[src/rtl/stall_lost_step_detector_assert.svh]
// Assertion macros shared by the stall detector RTL.
// Needs only a clock and an active-low reset in the using module.
`ifndef STALL_LOST_STEP_DETECTOR_ASSERT_SVH
`define STALL_LOST_STEP_DETECTOR_ASSERT_SVH

// same-cycle implication
`define SLD_ASSERT_IMP(label, clk, rstn, ante, cons) \
    label: assert property (@(posedge clk) disable iff (!(rstn)) (ante) |-> (cons)) \
        else $error("stall detector assertion failed");

// next-cycle implication
`define SLD_ASSERT_NEXT(label, clk, rstn, ante, cons) \
    label: assert property (@(posedge clk) disable iff (!(rstn)) (ante) |=> (cons)) \
        else $error("stall detector assertion failed");

`endif

[src/rtl/sld_pkg.sv]
// Shared constants, register codes and stage word types of the stall detector.
// No dependencies.
package sld_pkg;

    localparam int WINDOW_DEF = 3;

    localparam int CFG_ADDR_W  = 5;
    localparam int S_TDATA_W   = 96;
    localparam int M_TDATA_W   = 40;

    localparam logic [2:0] REG_CHECK_INTERVAL    = 3'd0;
    localparam logic [2:0] REG_MOVE_THRESHOLD    = 3'd1;
    localparam logic [2:0] REG_SUPPRESS_INTERVAL = 3'd2;
    localparam logic [2:0] REG_EDGE_MARGIN       = 3'd3;
    localparam logic [2:0] REG_BOTTOM_LIMIT      = 3'd4;

    localparam logic [31:0] CHECK_INTERVAL_RST    = 32'd1000;
    localparam logic [31:0] MOVE_THRESHOLD_RST    = 32'd2;
    localparam logic [31:0] SUPPRESS_INTERVAL_RST = 32'd1000;
    localparam logic [29:0] EDGE_MARGIN_RST       = 30'd1000;
    localparam logic [30:0] BOTTOM_LIMIT_RST      = 31'd0;

    typedef struct packed {
        logic        clr;
        logic        store;
        logic        full;
        logic        in_band;
        logic [31:0] now;
        logic [31:0] d_new;
        logic [31:0] d_out;
    } stage1_t;

    typedef struct packed {
        logic        clr;
        logic        checked;
        logic        in_band;
        logic [31:0] now;
        logic [31:0] total;
    } stage2_t;

endpackage

[src/rtl/sld_cell.sv]
// One window cell: holds a sample position and its distance to the next older one.
// Standalone, no package use.
module sld_cell (
    input  logic               aclk,
    input  logic               aresetn,
    input  logic               shift,
    input  logic signed [31:0] pos_in,
    output logic signed [31:0] pos_out,
    output logic        [31:0] diff_next,
    output logic        [31:0] diff_out
);

    logic signed [31:0] pos_reg;
    logic        [31:0] diff_reg;
    logic signed [32:0] delta;

    assign delta     = {pos_in[31], pos_in} - {pos_reg[31], pos_reg};
    assign diff_next = delta[32] ? 32'(-delta) : delta[31:0];
    assign pos_out   = pos_reg;
    assign diff_out  = diff_reg;

    always_ff @(posedge aclk) begin
        if (!aresetn) begin
            pos_reg  <= '0;
            diff_reg <= '0;
        end else if (shift) begin
            pos_reg  <= pos_in;
            diff_reg <= diff_next;
        end
    end

endmodule

[src/rtl/sld_accum.sv]
// Running window sum stage: adds the newest distance, drops the oldest, saturates.
// Depends on sld_pkg.
module sld_accum #(
    parameter int WINDOW = sld_pkg::WINDOW_DEF
) (
    input  logic            aclk,
    input  logic            aresetn,
    input  logic            in_valid,
    output logic            in_ready,
    input  sld_pkg::stage1_t in_word,
    output logic            out_valid,
    input  logic            out_ready,
    output sld_pkg::stage2_t out_word
);

    localparam int SUM_W = 32 + $clog2(WINDOW);

    logic [SUM_W-1:0] sum_reg;
    logic [SUM_W-1:0] sum_next;
    logic             valid_reg;
    sld_pkg::stage2_t word_reg;
    logic             take;

    assign in_ready  = !valid_reg || out_ready;
    assign take      = in_valid && in_ready;
    assign out_valid = valid_reg;
    assign out_word  = word_reg;

    always_comb begin
        sum_next = sum_reg;
        if (in_word.store) begin
            sum_next = sum_reg + SUM_W'(in_word.d_new) - SUM_W'(in_word.d_out);
        end
    end

    always_ff @(posedge aclk) begin
        if (!aresetn) begin
            valid_reg <= 1'b0;
            sum_reg   <= '0;
        end else if (take) begin
            valid_reg <= 1'b1;
            sum_reg   <= sum_next;
        end else if (out_ready) begin
            valid_reg <= 1'b0;
        end
    end

    always_ff @(posedge aclk) begin
        if (take) begin
            word_reg.clr     <= in_word.clr;
            word_reg.checked <= in_word.full;
            word_reg.in_band <= in_word.in_band;
            word_reg.now     <= in_word.now;
            word_reg.total   <= (|sum_next[SUM_W-1:32]) ? 32'hFFFF_FFFF : sum_next[31:0];
        end
    end

endmodule

[src/rtl/sld_alarm.sv]
// Alarm decision with hold-off timer and the output word register.
// Depends on sld_pkg.
module sld_alarm (
    input  logic                          aclk,
    input  logic                          aresetn,
    input  logic                          in_valid,
    output logic                          in_ready,
    input  sld_pkg::stage2_t              in_word,
    input  logic [31:0]                   move_threshold,
    input  logic [31:0]                   suppress_interval,
    output logic                          m_tvalid,
    input  logic                          m_tready,
    output logic [sld_pkg::M_TDATA_W-1:0] m_tdata
);

    logic        valid_reg;
    logic [sld_pkg::M_TDATA_W-1:0] data_reg;
    logic [31:0] last_alarm_reg;
    logic [31:0] since_alarm;
    logic        alarm;
    logic        take;

    assign in_ready    = !valid_reg || m_tready;
    assign take        = in_valid && in_ready;
    assign since_alarm = in_word.now - last_alarm_reg;
    assign alarm       = in_word.checked && (in_word.total < move_threshold) &&
                         in_word.in_band && (since_alarm >= suppress_interval);
    assign m_tvalid    = valid_reg;
    assign m_tdata     = data_reg;

    always_ff @(posedge aclk) begin
        if (!aresetn) begin
            valid_reg      <= 1'b0;
            last_alarm_reg <= '0;
        end else begin
            if (take) begin
                valid_reg <= 1'b1;
                if (in_word.clr) begin
                    last_alarm_reg <= '0;
                end else if (alarm) begin
                    last_alarm_reg <= in_word.now;
                end
            end else if (m_tready) begin
                valid_reg <= 1'b0;
            end
        end
    end

    always_ff @(posedge aclk) begin
        if (take) begin
            data_reg <= {6'b0, (in_word.checked ? in_word.total : 32'd0),
                         in_word.checked, alarm};
        end
    end

endmodule

[src/rtl/stall_lost_step_detector.sv]
// Stall (lost-step) detector: sample gate, window cell chain, running sum and alarm.
// Depends on sld_pkg, sld_cell, sld_accum, sld_alarm and the assertion header.
//
// Takes one word per clock while the output is not stalled and returns one result
// word per input word. The first stage gates samples on the check interval and
// shifts the row of WINDOW-1 cells, each of which holds one sample and its
// distance to the next older one; the second stage keeps a running window sum
// (newest distance in, oldest out); the third applies the threshold, cable band
// and alarm hold-off. The user must write configuration through the APB port only
// while no word is in flight; the block itself does not enforce this.
module stall_lost_step_detector #(
    parameter int WINDOW = sld_pkg::WINDOW_DEF
) (
    input  logic                           aclk,
    input  logic                           aresetn,
    // s_tdata: now_ms[31:0], position[63:32], cable_len[95:64]
    input  logic                           s_tvalid,
    output logic                           s_tready,
    input  logic [sld_pkg::S_TDATA_W-1:0]  s_tdata,
    // s_tuser: func (1 = restart)
    input  logic                           s_tuser,
    output logic                           m_tvalid,
    input  logic                           m_tready,
    // m_tdata: lost_step[0], checked[1], move_sum[33:2], zero fill
    output logic [sld_pkg::M_TDATA_W-1:0]  m_tdata,
    input  logic                           psel,
    input  logic                           penable,
    input  logic                           pwrite,
    input  logic [sld_pkg::CFG_ADDR_W-1:0] paddr,
    input  logic [31:0]                    pwdata,
    output logic [31:0]                    prdata,
    output logic                           pready
);

    `include "stall_lost_step_detector_assert.svh"

    localparam int NCELL = WINDOW - 1;
    localparam int CNT_W = $clog2(WINDOW + 1);
    localparam logic [CNT_W-1:0] WIN_CNT = CNT_W'(WINDOW);

    logic [31:0] check_interval_reg;
    logic [31:0] move_threshold_reg;
    logic [31:0] suppress_interval_reg;
    logic [29:0] edge_margin_reg;
    logic [30:0] bottom_limit_reg;

    logic [CNT_W-1:0] cnt_reg;
    logic [CNT_W-1:0] cnt_next;
    logic [31:0]      last_check_reg;
    logic             p1_valid_reg;
    sld_pkg::stage1_t p1_reg;

    logic               cfg_wr;
    logic [2:0]         cfg_idx;
    logic               accept;
    logic [31:0]        now_ms;
    logic signed [31:0] position;
    logic signed [31:0] cable_len;
    logic [31:0]        elapsed;
    logic               early;
    logic               store;
    logic signed [33:0] cable_x;
    logic signed [33:0] margin_x;
    logic signed [33:0] upper_x;
    logic               in_band;
    logic [31:0]        d_new;

    logic signed [31:0] pos_chain  [NCELL];
    logic        [31:0] diff_chain [NCELL];

    logic             acc_ready;
    logic             p2_valid;
    logic             p2_ready;
    sld_pkg::stage2_t p2_word;

    assign pready  = 1'b1;
    assign cfg_idx = paddr[4:2];
    assign cfg_wr  = psel && penable && pwrite;

    always_ff @(posedge aclk) begin
        if (!aresetn) begin
            check_interval_reg    <= sld_pkg::CHECK_INTERVAL_RST;
            move_threshold_reg    <= sld_pkg::MOVE_THRESHOLD_RST;
            suppress_interval_reg <= sld_pkg::SUPPRESS_INTERVAL_RST;
            edge_margin_reg       <= sld_pkg::EDGE_MARGIN_RST;
            bottom_limit_reg      <= sld_pkg::BOTTOM_LIMIT_RST;
        end else if (cfg_wr) begin
            unique case (cfg_idx)
                sld_pkg::REG_CHECK_INTERVAL:    check_interval_reg    <= pwdata;
                sld_pkg::REG_MOVE_THRESHOLD:    move_threshold_reg    <= pwdata;
                sld_pkg::REG_SUPPRESS_INTERVAL: suppress_interval_reg <= pwdata;
                sld_pkg::REG_EDGE_MARGIN:       edge_margin_reg       <= pwdata[29:0];
                sld_pkg::REG_BOTTOM_LIMIT:      bottom_limit_reg      <= pwdata[30:0];
                default: ;
            endcase
        end
    end

    always_comb begin
        unique case (cfg_idx)
            sld_pkg::REG_CHECK_INTERVAL:    prdata = check_interval_reg;
            sld_pkg::REG_MOVE_THRESHOLD:    prdata = move_threshold_reg;
            sld_pkg::REG_SUPPRESS_INTERVAL: prdata = suppress_interval_reg;
            sld_pkg::REG_EDGE_MARGIN:       prdata = {2'b0, edge_margin_reg};
            sld_pkg::REG_BOTTOM_LIMIT:      prdata = {1'b0, bottom_limit_reg};
            default:                        prdata = '0;
        endcase
    end

    assign now_ms    = s_tdata[31:0];
    assign position  = s_tdata[63:32];
    assign cable_len = s_tdata[95:64];

    assign s_tready = !p1_valid_reg || acc_ready;
    assign accept   = s_tvalid && s_tready;
    assign elapsed  = now_ms - last_check_reg;
    assign early    = elapsed < check_interval_reg;
    assign store    = accept && !s_tuser && !early;
    assign cnt_next = (cnt_reg == WIN_CNT) ? cnt_reg : cnt_reg + CNT_W'(1);

    assign cable_x  = {{2{cable_len[31]}}, cable_len};
    assign margin_x = {4'b0, edge_margin_reg};
    assign upper_x  = {{3{bottom_limit_reg[30]}}, bottom_limit_reg} - margin_x;
    assign in_band  = (cable_x > margin_x) && (cable_x < upper_x);

    for (genvar i = 0; i < NCELL; i++) begin : g_cell
        if (i == 0) begin : g_head
            sld_cell u_cell (
                .aclk      (aclk),
                .aresetn   (aresetn),
                .shift     (store),
                .pos_in    (position),
                .pos_out   (pos_chain[i]),
                .diff_next (d_new),
                .diff_out  (diff_chain[i])
            );
        end else begin : g_body
            sld_cell u_cell (
                .aclk      (aclk),
                .aresetn   (aresetn),
                .shift     (store),
                .pos_in    (pos_chain[i-1]),
                .pos_out   (pos_chain[i]),
                .diff_next (),
                .diff_out  (diff_chain[i])
            );
        end
    end

    always_ff @(posedge aclk) begin
        if (!aresetn) begin
            cnt_reg        <= '0;
            last_check_reg <= '0;
            p1_valid_reg   <= 1'b0;
        end else begin
            if (accept) begin
                p1_valid_reg <= 1'b1;
                if (s_tuser) begin
                    cnt_reg        <= '0;
                    last_check_reg <= '0;
                end else if (!early) begin
                    cnt_reg        <= cnt_next;
                    last_check_reg <= now_ms;
                end
            end else if (acc_ready) begin
                p1_valid_reg <= 1'b0;
            end
        end
    end

    always_ff @(posedge aclk) begin
        if (accept) begin
            p1_reg.clr     <= s_tuser;
            p1_reg.store   <= store;
            p1_reg.full    <= store && (cnt_next == WIN_CNT);
            p1_reg.in_band <= in_band;
            p1_reg.now     <= now_ms;
            p1_reg.d_new   <= d_new;
            p1_reg.d_out   <= diff_chain[NCELL-1];
        end
    end

    sld_accum #(
        .WINDOW (WINDOW)
    ) u_accum (
        .aclk      (aclk),
        .aresetn   (aresetn),
        .in_valid  (p1_valid_reg),
        .in_ready  (acc_ready),
        .in_word   (p1_reg),
        .out_valid (p2_valid),
        .out_ready (p2_ready),
        .out_word  (p2_word)
    );

    sld_alarm u_alarm (
        .aclk              (aclk),
        .aresetn           (aresetn),
        .in_valid          (p2_valid),
        .in_ready          (p2_ready),
        .in_word           (p2_word),
        .move_threshold    (move_threshold_reg),
        .suppress_interval (suppress_interval_reg),
        .m_tvalid          (m_tvalid),
        .m_tready          (m_tready),
        .m_tdata           (m_tdata)
    );

    `SLD_ASSERT_IMP(a_alarm_needs_check, aclk, aresetn, m_tvalid && m_tdata[0], m_tdata[1])
    `SLD_ASSERT_IMP(a_idle_total_zero, aclk, aresetn, m_tvalid && !m_tdata[1], m_tdata[33:2] == 32'd0)
    `SLD_ASSERT_IMP(a_count_bound, aclk, aresetn, 1'b1, cnt_reg <= WIN_CNT)
    `SLD_ASSERT_NEXT(a_restart_clears, aclk, aresetn, accept && s_tuser, cnt_reg == '0 && last_check_reg == 32'd0)

endmodule

[config.mk]
export PLATFORM = sky130hd
export DESIGN_NAME = stall_lost_step_detector
export DESIGN_NICKNAME = d
export VERILOG_FILES = /design/src/rtl/sld_pkg.sv /design/src/rtl/sld_cell.sv /design/src/rtl/sld_accum.sv /design/src/rtl/sld_alarm.sv /design/src/rtl/stall_lost_step_detector.sv
export VERILOG_INCLUDE_DIRS = /design/src /design/src/rtl
export SDC_FILE = /design/constraint.sdc
export NUM_CORES = 2
export LEC_CHECK = 0
export ABC_AREA = 1
export BUFFER_PORTS_ARGS = -buffer_cell sky130_fd_sc_hd__buf_2
export CAP_MARGIN = 25
export CORE_MARGIN = 8
export CORE_UTILIZATION = 40
export DETAILED_ROUTE_END_ITERATION = 6
export PLACE_DENSITY = 0.52
export SETUP_SLACK_MARGIN = 0.3
export SLEW_MARGIN = 20
export SYNTH_ARGS = -nofsm -noshare
export SYNTH_HDL_FRONTEND = slang
export SYNTH_SLANG_ARGS = --single-unit
[constraint.sdc]
create_clock -name aclk -period 10.52 [get_ports aclk]
set_input_delay 2.104 -clock aclk [delete_from_list [all_inputs] [get_ports aclk]]
set_output_delay 2.104 -clock aclk [all_outputs]
set_load 0.05 [all_outputs]
# Yosys cells after proc, flatten, opt, wreduce, memory -nomap -nowiden
# Cells that the tools add are included.
# totals
word_cells	101
output_inout_bits	75
n_memories	0
ram_bits	0
mem_bits_ro	0
latchBits	0
regBits	557
# classes
n_reduce_logical	33
n_mul	0
add_sub_neg	10
mux	17
eq_ne	7
shifts	0
bitwise_logic	0
magnitude_cmp	5
div_mod_pow	0
# op_table
cell	n
2-to-1 mux 32 bit	6
case mux 32 bit (5 select lines)	1
< comparator 32 bit	3
subtractor 32 x 32 -> 33 bit	2
negation 32 bit	2
subtractor 32 bit	2
adder 34 x 32 -> 34 bit	1
2-to-1 mux 34 bit	1
subtractor 34 x 32 -> 34 bit	1
>= comparator 32 bit	1
greater-than comparator 32 x 31 -> 1 bit	1
subtractor 31 x 31 -> 32 bit	1
AND reduction 2 bit	7
logical AND 1 bit	12
nonzero test 2 bit	4
equality test 3 x 2 -> 1 bit, second input constant	2
2-to-1 mux 1 bit	6
2-to-1 mux 2 bit	3
logical NOT 1 bit	5
equality test 2 bit, second input constant	2
equality test 3 x 1 -> 1 bit, second input constant	1
equality test 3 bit, second input constant	1
logical NOT 3 bit	1
logical OR 1 bit	3
3 further kinds	3

# Longest topological paths before layout
# logic_depth
depth_word	8
depth_mapped	31
depth_no_buf	30

# Cells and area by module
# Synthesis repeated with hierarchy kept, for this count alone.
# unflattened
cells_unflattened	6092
area_unflattened_um2	42106.6
# modules_own_cells
module	seq_area_each_um2	area_per_inst_um2	cells_per_inst	instances
stall_lost_step_detector	6846.6	16223.1	2036	1
sld_cell	1281.2	5969.5	1085	2
sld_accum	2712.6	7707.4	1006	1
sld_alarm	1681.6	6237.2	880	1

# Worst setup path before layout
# OpenSTA, ideal clock, no wires.
# synth_path
kind	input -> output
startpoint	input port paddr[4] in the netlist's numbering
endpoint	output port prdata[17]
path_buffers	2
stages	5
arrival_ps	3999
t_required_ps	8416
path_slack_ps	4417
path_cell_list	nor3_1 > inv_1 > clkbuf_1 > clkbuf_1 > o21ai_0
# synth_between
elab_chain_cells	2
# synth_rtl
element	line	source
start: declaration	stall_lost_step_detector.sv:29	input logic [sld_pkg::CFG_ADDR_W-1:0] paddr,
equality test 3 bit (tied with other cells)	stall_lost_step_detector.sv:100	unique case (cfg_idx)
case mux 32 bit (5 select lines) *	stall_lost_step_detector.sv:100	
end: declaration	stall_lost_step_detector.sv:31	output logic [31:0] prdata,
# Mark *: on every way between the ends. The rest lies on a longest branch, timed or not.

# Final worst setup path
# layout_path
startpoint	input port s_tdata[2] in the netlist's numbering
endpoint	register g_cell[0].g_head.u_cell.pos_reg[14]
# layout_between
elab_chain_cells	4
# layout_rtl
element	line	source
start: declaration	stall_lost_step_detector.sv:19	input logic [sld_pkg::S_TDATA_W-1:0] s_tdata,
subtractor 32 bit	stall_lost_step_detector.sv:116	assign elapsed = now_ms - last_check_reg;
< comparator 32 bit	stall_lost_step_detector.sv:117	assign early = elapsed < check_interval_reg;
logical NOT 1 bit	n/a	
logical AND 1 bit	stall_lost_step_detector.sv:118	assign store = accept && !s_tuser && !early;
end signal: assignment	sld_cell.sv:27	pos_reg <= pos_in;
end: declaration	sld_cell.sv:13	logic signed [31:0] pos_reg;
# Every way passes these cells.
# A chain may end at the register's enable or synchronous reset.

==> impl_metrics.json <==
{
  "outcome": "finished, final reports clean",
  "drc": 0,
  "cts.repair.resized": 0,
  "drtAntennaViolNets": 0,
  "clk_pin_slew_ns": 0.06,
  "numClockSinks": 557,
  "cts-root-buf": "clkbuf_16",
  "cp_max_fo": 72,
  "hp-class": "reg -> reg",
  "fin_cells": 6786,
  "cp-startpoint": "s_tdata[2]",
  "dpl_cell_area_sq_um": 40700,
  "grt_pass1_wl_mm": 196,
  "crit_arrival_ns": 7.76,
  "async_flop_share_pct": 0,
  "syn-cell-area_sq_um": 38400,
  "fillerInstances": 9963,
  "io_pins": 216,
  "slew_violations": 0,
  "fp.dieH_microns": 326,
  "yosysSeqAreaShare_pct": 34.3,
  "dp.cells": 6655,
  "grt.total_usage_pct": 23.5,
  "syn2layout_area_growth_pct": 11.9,
  "dominantRegCellSynth": "dfxtp_1",
  "drt_wl_total_mm": 129,
  "pre_cts_slack_ns": 2.74,
  "fin_crit_ns": 7.22,
  "synth_most_common_cell": "nand2_1",
  "ys_warn_count": 0,
  "worstPathRequired_ns": 11.06,
  "layout-drive-gt1-share_pct": 7.13,
  "grt_start_max_net_pins": 100,
  "yosys.area.top_type_share_pct": 18.5,
  "fin_ws_ns": 3.30,
  "htreeDepth": 3,
  "core_area_sq_um": 95200,
  "synth_top_area_cell": "dfxtp_1",
  "crit_buf_inv": 3,
  "yosys_register_bits": 557,
  "detail_route.first_pass.iterations": 5,
  "synthTopCellsByArea": "dfxtp_1, edfxtp_1, ha_1",
  "final-setup-viol-count": 0,
  "die_area_sq_um": 106000,
  "std_cell_rows": 113,
  "hold_viol_final": 0,
  "end_kind": "flip-flop",
  "grt_pass1_vias": 33310,
  "hold_buffers": 0,
  "postCtsSetupBuffers": 0,
  "synthTopCellsByCount": "nand2_1, inv_1, a21oi_1",
  "stdcell_area_sq_um": 43000,
  "max_stage_delay_ns": 0.63,
  "startpoint_type": "input pin",
  "gp_congestion": 0.916,
  "postSynthAreaPerCell_sq_um": 7.23,
  "syn_inst": 5311,
  "synthDistinctLibCells": 58,
  "relSlewSlack_pct": 33.4,
  "crit_family": "compound AO/OA/AOI/OAI gates",
  "peakVddDrop_mv": 0.101,
  "antenna_found_initial": 9,
  "fmax_mhz": 139,
  "hold_start": "p1_reg[94]",
  "cts_tree": "built",
  "power.density_nw_per_um2": 199,
  "finalNetCount": 5984,
  "vias_per_cell": 5.09,
  "wire_per_inst_microns": 19.0,
  "hpwl_mm": 103,
  "crit_type": "in -> reg",
  "vias": 34507,
  "rsz0062_at_grt": "no",
  "first_iter_violations": 2507,
  "maxCapViolCount": 0,
  "cts_buffers": 67,
  "r2r-start": "last_check_reg[2]",
  "fin_crit_sh_pct": 68.6,
  "synth-edff-count": 201,
  "start_util_pct": 40.4,
  "die_w_microns": 326,
  "cp_slowest_cell": "nand2_4",
  "largest_reg_flops": 100,
  "clock_path_buffers": 3,
  "numPortBuffers": 206,
  "fin_worst_skew_ns": 0.0181,
  "clk_latency_ns": 0.62,
  "overflow": 0,
  "cellLeakagePower_nw": 19.8,
  "tns_ns": 0,
  "critPathMostFrequentCell": "nand2_1",
  "tightest_slew_ns": 0.996
}
path summary, 6_finish.rpt:
kind,end,slack [ns],depth (start not counted)
setup reg to reg,g_cell[0].g_head.u_cell.pos_out[14],4.56,27
setup / recovery,g_cell[0].g_head.u_cell.pos_out[14],3.30,27
hold / removal,u_accum.out_word[62],0.42,0
hold reg to reg,u_accum.out_word[62],0.42,0
stage by stage:
stage,hold WS (ns),utilization (%),power [mW]
detailed placement,0.405,42.8,6.21
global placement,0.400,42.7,6.19
finish,0.416,45.2,8.56
floorplan,0.400,-,5.20
CTS,0.417,45.2,8.63
global route,0.421,45.2,9.20
layout by cell type, fill, tap and decap left out, drive strengths merged, types with 52 or more instances in the layout:
master and instances:
nor2 445, xnor2 61, inv 918, nand3 239, buf 238, nand4 60
edfxtp 201, clkbuf 102, a21oi 568, dfxtp 356, nand2 1086, o21ai 393
nor3 52, xor2 105, ha 347
metal layers:
| layer | wire, microns | track usage, % | vias to the layer above |
|---|---|---|---|
| li1 | - | - | 17755 |
| met1 | 52200 | 27.2 | 15798 |
| met2 | 65200 | 43.4 | 740 |
| met4 | 5850 | 9.45 | 4 |
| met5 | 18 | 0 | - |
| met3 | 5390 | 2.93 | 210 |
kinds of logic after synthesis:
family                     Yosys count  synth area share, %
and+or+nand+nor                   1919                 20.6
AOI/OAI and AO/OA                 1202                 17.4
buffers and inverters             1081                 10.7
DFF                                557                 34.3
adders and majority gates          384                 13.2
xor gates and xnor gates           166                 3.82
other                                2               0.0195
layout make-up:
| cell class | instances | area, sq um | area share (%) |
|---|---|---|---|
| flip-flops and latches | 557 | 13200 | 30.6 |
| repair buffers | 238 | 1310 | 3.05 |
| multi-input cells | 3678 | 21200 | 49.3 |
| clock buffers | 102 | 2010 | 4.68 |
| inverters | 917 | 3450 | 8.02 |
| clock inverters | 20 | 260 | 0.605 |
| well taps | 1265 | 1580 | 3.68 |
| diodes | 9 | 22.5 | 0.0524 |
where the power goes:
part	total [mW]	internal (mW)	leakage, nW	switching [mW]
clock network	2.40	1.43	1.11	0.967
registers	2.58	2.46	4.83	0.117
logic	3.58	1.17	13.8	2.41
total	8.56	5.06	19.8	3.50
Note: power is estimated with default switching activity, not from simulation.
